[src/design/spfg_pkg.sv]
// Shared constants and helpers for the six-pulse firing generator.
// Used by spfg_leg and six_pulse_firing_generator; depends on nothing.
package spfg_pkg;

   // Thyristor legs in a six-pulse bridge
   localparam int LEGS = 6;

   // Width of the angle and pulse-width ports
   localparam int FIELD_W = 16;

   // Default datapath widths
   localparam int ANGLE_BITS_DEFAULT = 16;
   localparam int LIMIT_BITS_DEFAULT = 18;

   // Pulse width after reset, in fractions of a turn
   localparam logic [FIELD_W-1:0] PULSE_WIDTH_RESET = 16'd1024;

   // Ramp offset of thyristor k: 30 degrees plus (6-k)*60 degrees, i.e.
   // (2*(6-k)+1)/12 of a turn, rounded to nearest with halves up.
   function automatic logic [63:0] leg_offset(input int k, input int angle_bits);
      logic [63:0] turn;
      logic [63:0] twelfths;
      turn     = 64'd1 << angle_bits;
      twelfths = 64'(2 * (LEGS - k) + 1);
      return (turn * twelfths + 64'd6) / 64'd12;
   endfunction

endpackage

[src/design/six_pulse_firing_generator.sv]
// Top level of the six-pulse thyristor bridge firing pulse generator.
// Depends on spfg_pkg and spfg_leg.
//
//   Channel  Ports                                        Direction  Transfer when
//   req      req_valid/req_ready, phase, angle, inhibit   in         valid & ready
//   rsp      rsp_valid/rsp_ready, gate_pulses             out        valid & ready
//   csr      csr_write_enable, csr_write_data             in         write enable
//
// One sample per cycle sustained while rsp_ready stays high; a result passes through
// the input register and then the result register before it can transfer out.
// Synchronous active-high reset clears valids and pulse limits and restores the
// pulse width to its reset value.
// A stalled result holds the result register; the input register still drains
// into it once it is taken, so at most two samples are in flight.
module six_pulse_firing_generator #(
   parameter int ANGLE_BITS = spfg_pkg::ANGLE_BITS_DEFAULT,
   parameter int LIMIT_BITS = spfg_pkg::LIMIT_BITS_DEFAULT
) (
   input  logic                               clock,
   input  logic                               reset,
   input  logic                               req_valid,
   output logic                               req_ready,
   input  logic [spfg_pkg::FIELD_W-1:0]       req_phase,
   input  logic [spfg_pkg::FIELD_W-1:0]       req_firing_angle,
   input  logic                               req_inhibit,
   output logic                               rsp_valid,
   input  logic                               rsp_ready,
   output logic [spfg_pkg::LEGS-1:0]          rsp_gate_pulses,
   input  logic                               csr_write_enable,
   input  logic [spfg_pkg::FIELD_W-1:0]       csr_write_data
);
   import spfg_pkg::*;

   localparam int EXT_W = FIELD_W + ANGLE_BITS;

   logic                  s1_valid_ff;
   logic [ANGLE_BITS-1:0] s1_phase_ff;
   logic [ANGLE_BITS-1:0] s1_alpha_ff;
   logic                  s1_inhibit_ff;
   logic                  rsp_valid_ff;
   logic [LEGS-1:0]       rsp_pulses_ff;
   logic [LEGS-1:0]       rsp_pulses_in;
   logic [FIELD_W-1:0]    pulse_width_ff;
   logic [LEGS-1:0]       leg_pulses;
   logic [EXT_W-1:0]      phase_ext;
   logic [EXT_W-1:0]      alpha_ext;
   logic                  advance;
   logic                  req_take;

   // Keep only the low ANGLE_BITS of the angles, zero-extended if wider
   assign phase_ext = EXT_W'(req_phase);
   assign alpha_ext = EXT_W'(req_firing_angle);

   // Handshake control
   assign advance   = s1_valid_ff & (~rsp_valid_ff | rsp_ready);
   assign req_ready = ~s1_valid_ff | ~rsp_valid_ff | rsp_ready;
   assign req_take  = req_valid & req_ready;

   // Pulse width register
   always_ff @(posedge clock) begin
      if (reset) begin
         pulse_width_ff <= PULSE_WIDTH_RESET;
      end else if (csr_write_enable) begin
         pulse_width_ff <= csr_write_data;
      end
   end

   // Input register
   always_ff @(posedge clock) begin
      if (reset) begin
         s1_valid_ff <= 1'b0;
      end else if (req_take) begin
         s1_valid_ff <= 1'b1;
      end else if (advance) begin
         s1_valid_ff <= 1'b0;
      end
   end

   always_ff @(posedge clock) begin
      if (req_take) begin
         s1_phase_ff   <= phase_ext[ANGLE_BITS-1:0];
         s1_alpha_ff   <= alpha_ext[ANGLE_BITS-1:0];
         s1_inhibit_ff <= req_inhibit;
      end
   end

   // Six legs, each with its own ramp offset and limit
   for (genvar g = 0; g < LEGS; g++) begin : g_leg
      localparam logic [ANGLE_BITS-1:0] OFF = ANGLE_BITS'(leg_offset(g + 1, ANGLE_BITS));
      spfg_leg #(
         .ANGLE_BITS (ANGLE_BITS),
         .LIMIT_BITS (LIMIT_BITS),
         .OFFSET     (OFF)
      ) u_leg (
         .clock       (clock),
         .reset       (reset),
         .update      (advance),
         .phase       (s1_phase_ff),
         .alpha       (s1_alpha_ff),
         .pulse_width (pulse_width_ff),
         .pulse       (leg_pulses[g])
      );
   end

   // Drop all gate pulses while inhibited
   assign rsp_pulses_in = s1_inhibit_ff ? '0 : leg_pulses;

   // Result register
   always_ff @(posedge clock) begin
      if (reset) begin
         rsp_valid_ff <= 1'b0;
      end else if (advance) begin
         rsp_valid_ff <= 1'b1;
      end else if (rsp_ready) begin
         rsp_valid_ff <= 1'b0;
      end
   end

   always_ff @(posedge clock) begin
      if (advance) begin
         rsp_pulses_ff <= rsp_pulses_in;
      end
   end

   assign rsp_valid       = rsp_valid_ff;
   assign rsp_gate_pulses = rsp_pulses_ff;

   // Checks
   a_inhibit_zero: assert property (@(posedge clock) disable iff (reset)
      advance && s1_inhibit_ff |=> rsp_gate_pulses == '0)
      else $error("inhibited sample produced gate pulses");

   a_advance_fills: assert property (@(posedge clock) disable iff (reset)
      advance |=> rsp_valid)
      else $error("result register not loaded after advance");

   a_empty_ready: assert property (@(posedge clock) disable iff (reset)
      !s1_valid_ff |-> req_ready)
      else $error("empty input register not ready");

   a_result_drop: assert property (@(posedge clock) disable iff (reset)
      rsp_valid && !rsp_ready && !advance |=> rsp_valid)
      else $error("stalled result dropped");

endmodule

[src/design/spfg_leg.sv]
// One thyristor leg: ramp, firing window compare and pulse limit register.
// Depends on spfg_pkg.
module spfg_leg #(
   parameter int ANGLE_BITS = spfg_pkg::ANGLE_BITS_DEFAULT,
   parameter int LIMIT_BITS = spfg_pkg::LIMIT_BITS_DEFAULT,
   parameter logic [ANGLE_BITS-1:0] OFFSET = '0
) (
   input  logic                          clock,
   input  logic                          reset,
   input  logic                          update,
   input  logic [ANGLE_BITS-1:0]         phase,
   input  logic [ANGLE_BITS-1:0]         alpha,
   input  logic [spfg_pkg::FIELD_W-1:0]  pulse_width,
   output logic                          pulse
);
   import spfg_pkg::*;

   localparam int BASE_W = (ANGLE_BITS > LIMIT_BITS) ? ANGLE_BITS : LIMIT_BITS;
   localparam int SUM_W  = BASE_W + 1;
   localparam logic [LIMIT_BITS-1:0] LIMIT_MAX = '1;

   logic [LIMIT_BITS-1:0] limit_ff;
   logic [LIMIT_BITS-1:0] limit_in;
   logic [ANGLE_BITS-1:0] ramp;
   logic                  cond_a;
   logic                  cond_b;
   logic [SUM_W-1:0]      base;
   logic [SUM_W-1:0]      sum;

   // Form the ramp, wrapped to one turn
   assign ramp = phase + OFFSET;

   // Pulse window: past the firing angle and not beyond the old limit
   assign cond_a = (ramp >= alpha);
   assign cond_b = (SUM_W'(ramp) <= SUM_W'(limit_ff));
   assign pulse  = cond_a & cond_b;

   // Restart the limit at alpha once past the firing angle, otherwise stretch it; saturate
   always_comb begin
      base = cond_a ? SUM_W'(alpha) : SUM_W'(limit_ff);
      sum  = base + SUM_W'(pulse_width);
      if (sum > SUM_W'(LIMIT_MAX)) begin
         limit_in = LIMIT_MAX;
      end else begin
         limit_in = sum[LIMIT_BITS-1:0];
      end
   end

   // Hold the limit between samples
   always_ff @(posedge clock) begin
      if (reset) begin
         limit_ff <= '0;
      end else if (update) begin
         limit_ff <= limit_in;
      end
   end

endmodule
[config.mk]
export PLATFORM = sky130hd
export DESIGN_NAME = six_pulse_firing_generator
export DESIGN_NICKNAME = d
export VERILOG_FILES = /design/src/design/spfg_pkg.sv /design/src/design/six_pulse_firing_generator.sv /design/src/design/spfg_leg.sv
export SDC_FILE = /design/constraint.sdc
export NUM_CORES = 1
export LEC_CHECK = 0
export BUFFER_PORTS_ARGS = -buffer_cell sky130_fd_sc_hd__buf_4
export CAP_MARGIN = 20
export CELL_PAD_IN_SITES_DETAIL_PLACEMENT = 1
export CELL_PAD_IN_SITES_GLOBAL_PLACEMENT = 1
export CORE_ASPECT_RATIO = 1.4
export CORE_MARGIN = 2
export CORE_UTILIZATION = 25
export DETAILED_ROUTE_END_ITERATION = 7
export PLACE_DENSITY = 0.59
export SLEW_MARGIN = 40
export SYNTH_ARGS = -nofsm -noshare
export SYNTH_HDL_FRONTEND = slang
export SYNTH_SLANG_ARGS = --single-unit
[constraint.sdc]
create_clock -name clock -period 6.2 [get_ports clock]
set_input_delay 0.93 -clock clock [delete_from_list [all_inputs] [get_ports clock]]
set_output_delay 0.93 -clock clock [all_outputs]
set_load 0.05 [all_outputs]
Word level (Yosys, flattened, before mapping)
Index checks and enable logic that the tools add are counted.

Register bits: 165. Input port bits: 54. Output and inout bits: 8. Logic and storage cells: 74.

Add/sub/neg operators: 12. Magnitude comparators: 18. Muxes and demuxes: 16. Bitwise logic cells: 13. Reduce and logical (&&, ||, !) cells: 2.

Operators with widths (count): $mux 18 (12); $add 19x16->19 (6); $gt 19x18->1 const B (6); $le 16x18->1 (6); $ge 16x16->1 (6); $add 16x16->16 const B (3); $add 16x15->16 const B (2); $add 16x13->16 const B (1); $and 1x1->1 (8); $mux 1 (4); $reduce_bool 2->1 (2); $or 1x1->1 (3); $not 1->1 (2).

Logic depth before layout (Yosys ltp)
Word-level depth: 6. Depth in mapped cells: 28. Depth with buffers taken out: 26.

Modules after synthesis
From an unflattened synthesis, not the netlist that was laid out.

Cells, all modules: 2098. Area total of the unflattened synthesis: 17419.2 µm².

Modules (own cells, without submodules): spfg_leg (g_leg[1].u_leg ...) (times used 2, cells an instance 304, area each 2367.3 µm², seq. area each 360.3 µm²); spfg_leg (g_leg[0].u_leg) (times used 1, cells an instance 351, area each 2785.2 µm², seq. area each 360.3 µm²); spfg_leg (g_leg[5].u_leg) (times used 1, cells an instance 351, area each 2758.9 µm², seq. area each 360.3 µm²); spfg_leg (g_leg[2].u_leg) (times used 1, cells an instance 356, area each 2692.6 µm², seq. area each 360.3 µm²); spfg_leg (g_leg[3].u_leg) (times used 1, cells an instance 325, area each 2572.5 µm², seq. area each 360.3 µm²); six_pulse_firing_generator (times used 1, cells an instance 107, area each 1875.5 µm², seq. area each 1531.5 µm²).

Least setup slack after synthesis
OpenSTA, ideal clock, no wires.

Kind: register to register. Start: register s1_phase_ff[2]. End: register g_leg[0].u_leg.limit_ff[0]. Library setup time: 133 ps. Arrival time: 6064 ps. Data required time: 6067 ps. Path slack: 3 ps. Cell stages (with the launch flop): 27. Buffers on the path: 2. Clock period less this slack: 6197 ps. Path through: edfxtp_1 -> clkbuf_1 -> o21a_1 -> o21a_1 -> o21a_1 -> o21a_1 -> o21ai_0 -> a21o_1 -> xor2_1 -> ha_1 -> a221oi_2 -> o21ai_1 -> a211oi_2 -> nand2_1 -> o41ai_4 -> mux2_2 -> ha_1 -> fa_1 -> a211oi_1 -> nor2_1 -> o21ai_0 -> o21ai_1 -> a211o_1 -> o22ai_1 -> o31a_1 -> buf_6 -> a211oi_2.

Cells in the longest elaborated chain, start to end: 6.

RTL lines: from (decl) (RTL line six_pulse_firing_generator.sv:37) `logic [ANGLE_BITS-1:0] s1_phase_ff;`; from (signal assigned) (RTL line six_pulse_firing_generator.sv:81) `s1_phase_ff <= phase_ext[ANGLE_BITS-1:0];`; $add 16x16->16 * (RTL line spfg_leg.sv:31) `assign ramp = phase + OFFSET;`; $ge 16x16->1 * (RTL line spfg_leg.sv:34) `assign cond_a = (ramp >= alpha);`; $mux 18 * (RTL line spfg_leg.sv:40) `base = cond_a ? SUM_W'(alpha) : SUM_W'(limit_ff);`; $add 19x16->19 * (RTL line spfg_leg.sv:41) `sum = base + SUM_W'(pulse_width);`; $gt 19x18->1 (RTL line spfg_leg.sv:42) `if (sum > SUM_W'(LIMIT_MAX)) begin`; $mux 18 * (RTL line spfg_leg.sv:42); to (signal assigned) (RTL line spfg_leg.sv:54) `limit_ff <= limit_in;`; to (decl) (RTL line spfg_leg.sv:22) `logic [LIMIT_BITS-1:0] limit_ff;`.

Every way passes the cells marked *; elsewhere a longest branch is shown, timed or not. A chain may end at the register's enable or synchronous reset.

Final worst setup path
Start: register s1_phase_ff[0]. End: register g_leg[0].u_leg.limit_ff[9].

The elaborated chain is that of the path after synthesis.

==> results.py <==
metrics = {
    "status": {
        "status": "complete, no violations",
    },
    "routing": {
        "wl_met1_um": 22550,
        "firstDrtPassIters": 5,
        "totalWireLength_um": 60390,
        "wl_met2_um": 31460,
        "routed-wl-met3_um": 1730,
        "drtIter0Drc": 602,
        "ant_nets": 0,
        "vias": 14092,
        "vias_per_cell": 5.393,
        "highest_layer": "met5",
        "wl_per_cell_um": 23.11,
        "drc": 0,
    },
    "cells_and_area": {
        "fin_nets": 2155,
        "utilization_pct": 29.68,
        "antennaDiodeCount": 0,
        "area_growth_pct": 17.40,
        "final_cells": 2613,
        "drive_gt1_share_pct": 13.89,
    },
    "yosys": {
        "muxShareOfSynthArea_pct": 1.668,
        "syn_area_um2": 14850,
        "synthXorXnorAreaFrac_pct": 6.253,
        "synthCells": 1749,
        "post-synth-top-count-cell": "ha_1",
        "synth_cell_types": 73,
        "avgSynthCellArea_um2": 8.489,
        "synthFlopType": "dfxtp_1",
        "synth-compound-area-share_pct": 27.34,
        "ys_seq_area_share_pct": 24.88,
        "synthAdderAreaFrac_pct": 21.37,
        "syn_nets": 2053,
        "synth_area_leaders": "ha_1 21%, dfxtp_1 17%, edfxtp_1 7.9%",
        "synth_edf_count": 39,
        "yosysTopAreaCell": "ha_1",
        "synth_top_family_by_area": "compound AO/OA/AOI/OAI gates",
        "yosys_warnings": 0,
        "async_flop_share_pct": 0,
        "yosys_register_bits": 165,
        "yosys.area.top_type_share_pct": 20.56,
        "synth_common_cells": "244 x ha_1, 155 x o21ai_0, 151 x inv_1",
        "yosys.area_share.simple_pct": 13.01,
    },
    "placement": {
        "dp_cells": 2566,
        "place_ws_ns": -0.1329,
        "dp_hpwl_um": 45260,
        "numPortBuffers": 61,
        "place_congestion": 0.8758,
    },
    "timing": {
        "finalClockSkew_ns": 0.01766,
        "timing.final.crit_share_pct": 97.12,
        "slew_headroom_pct": 41.69,
        "rsz0062_at_grt": "yes",
        "setup_ws_ns": 0.1783,
        "finalCriticalPeriod_ns": 6.022,
        "worst_slew_pin_slew_ns": 0.8746,
        "setup_viol": 0,
        "drv_slew": 0,
        "fmax_mhz": 166.1,
        "timing_hold_violations_final": 0,
    },
    "global_route": {
        "grt_max_degree": 85,
        "antenna_found_initial": 1,
        "first_global_vias": 15131,
        "grt_util_all_layers_pct": 19.67,
        "grt_pass1_wl_um": 90610,
        "grt_overflow_total": 0,
    },
    "critical_path": {
        "required_ns": 6.50,
        "crit_arrival_ns": 6.32,
        "crit_path_end_kind": "register",
        "critPathKind": "register to register",
        "startpoint_type": "register",
        "path_max_fanout": 8,
    },
    "floorplan": {
        "row_count": 105,
        "pin_count": 62,
        "dieArea_um2": 61390,
        "die_y_um": 292.4,
        "die_w_um": 210.0,
        "start_util_pct": 25.28,
        "design.core.area_um2": 58730,
    },
    "clock_tree": {
        "clockRootBuffer": "clkbuf_16",
        "cts_max_level": 4,
        "clkSinkCount": 165,
        "max-clock-path-buffers": 2,
        "cts-buffers-inserted": 17,
        "cts_tree": "built",
        "clk_pin_slew_ns": 0.07,
        "insertion_delay_ns": 0.46,
    },
    "power": {
        "peakVddDrop_uv": 177.2,
        "p_leak_nw": 7.369,
        "pwr_density_cell_nw_per_um2": 234.7,
    },
    "hold_path": {
        "hold_path_class": "register to register",
    },
    "flow_run": {
        "cap_violations": 0,
    },
}
-- cell type report --
| type | instances | area, µm² |
|---|---|---|
| Clock inverter | 8 | 63.81 |
| Clock buffer | 24 | 493.0 |
| Sequential cell | 165 | 3699 |
| Multi-Input combinational cell | 1371 | 10500 |
| Inverter | 151 | 566.8 |
| Fill cell | 6886 | 41290 |
| Timing Repair Buffer | 145 | 1169 |
| Tap cell | 749 | 937.1 |
-- per-stage QoR --
stage                     instance area, µm²  hold slack (ns)  setup TNS, ns  total power, mW
final                                  17430           0.4974              0            4.092
after global routing                   17430           0.5381        -0.3624            4.359
after CTS                              17180           0.5030              0            4.082
after detailed placement               16580           0.4863         -2.023            2.983
after global placement                 16570           0.4818       -0.03131            2.925
after floorplan                        14850           0.4697              0            2.428
-- cell families (layout without fill, tap and decap cells) --
family / Yosys count / in the layout
buffers and inverters: 213 / 328
XOR/XNOR: 106 / 106
multiplexers: 24 / 24
adder cells (fa/ha/maj): 250 / 250
AO/OA/AOI/OAI: 585 / 585
AND/OR/NAND/NOR: 406 / 406
flip-flops: 165 / 165
-- registers in the layout, summed over array words and instances (netlist names) --
| name | flops |
|---|---|
| s1_alpha_ff | 16 |
| pulse_width_ff | 16 |
| s1_phase_ff | 16 |
| rsp_gate_pulses | 6 |
| g_leg.u_leg.limit_ff | 108 |
| s1_inhibit_ff | 1 |
| rsp_valid | 1 |
| s1_valid_ff | 1 |
-- placed cells by master (no fill, tap or decap), types with 6 or more instances in the layout --
| master | netlist | routed |
|---|---|---|
| ha_1 | 244 | 242 |
| inv_1 | 151 | 151 |
| o21ai_0 | 155 | 146 |
| nand2_1 | 141 | 140 |
| buf_4 | 0 | 135 |
| dfxtp_1 | 126 | 122 |
| a21oi_1 | 109 | 105 |
| nor2_1 | 100 | 97 |
| a221oi_1 | 82 | 82 |
| xor2_1 | 54 | 53 |
| xnor2_1 | 52 | 51 |
| a21o_1 | 51 | 51 |
| o21a_1 | 41 | 41 |
| edfxtp_1 | 39 | 39 |
| nand4_1 | 28 | 28 |
| nor3_1 | 26 | 26 |
| a211oi_1 | 30 | 25 |
| nand3_1 | 22 | 22 |
| nor2b_1 | 21 | 21 |
| clkbuf_16 | 0 | 19 |
| nand2b_1 | 19 | 18 |
| mux2i_1 | 18 | 18 |
| o21bai_1 | 16 | 16 |
| or2_2 | 10 | 10 |
| a31oi_1 | 10 | 10 |
| a221oi_2 | 10 | 10 |
| o21ai_1 | 4 | 9 |
| o31ai_1 | 9 | 8 |
| o211ai_1 | 7 | 7 |
| a211oi_2 | 2 | 7 |
| and4_1 | 6 | 6 |
| nor3b_1 | 6 | 6 |
-- where the power goes --
group          switching [mW]  internal (mW)  total (mW)  leakage, nW
combinational            1.05          0.711        1.76         5.67
sequential             0.0846           1.18        1.27         1.42
clock                   0.506          0.564        1.07        0.275
total                    1.64           2.46        4.09         7.37
-- worst max-delay path, stage by stage (launching register included) --
cell	delay [ns]
edfxtp_1	0.48
o21a_1	0.24
o21a_1	0.21
o21a_1	0.20
o21a_1	0.20
o21ai_1	0.17
a21o_1	0.19
xor2_2	0.19
ha_1	0.29
a221oi_2	0.24
o21ai_1	0.11
a211oi_2	0.24
nand2_2	0.12
o41ai_4	0.42
mux2_4	0.35
ha_2	0.20
fa_2	0.38
a211oi_2	0.23
nor2_1	0.11
o21ai_2	0.17
o21ai_1	0.11
a211o_1	0.31
o22ai_2	0.15
o31a_1	0.29
clkbuf_16	0.22
a221oi_2	0.05
-- timing repair --
| item | in CTS | in global routing |
|---|---|---|
| pin swaps | 1 | 10 |
| cloned | 1 | 1 |
| buffers inserted | 1 | 12 |
| resized for setup | 8 | 40 |
| endpoints found under the setup margin | 51 | 72 |
| hold buffers | 0 | 0 |
-- metal layers --
metal | vias to the layer above | track usage (%)
met5 | - | 0
met4 | 2 | 13.73
met3 | 165 | 2.434
met2 | 279 | 37.05
met1 | 6973 | 20.02
li1 | 6673 | -
-- worst paths after layout --
path / from / endpoint / slack (ns) / cells after the start
worst min register to register: pulse_width_ff[1] / pulse_width_ff[1] / 0.50 / 2
worst max register to register: s1_phase_ff[0] / g_leg[0].u_leg.limit_ff[9] / 0.18 / 25
worst min-delay path: pulse_width_ff[1] / pulse_width_ff[1] / 0.50 / 2
worst max-delay path: s1_phase_ff[0] / g_leg[0].u_leg.limit_ff[9] / 0.18 / 25
(Power assumes the default switching activity.)
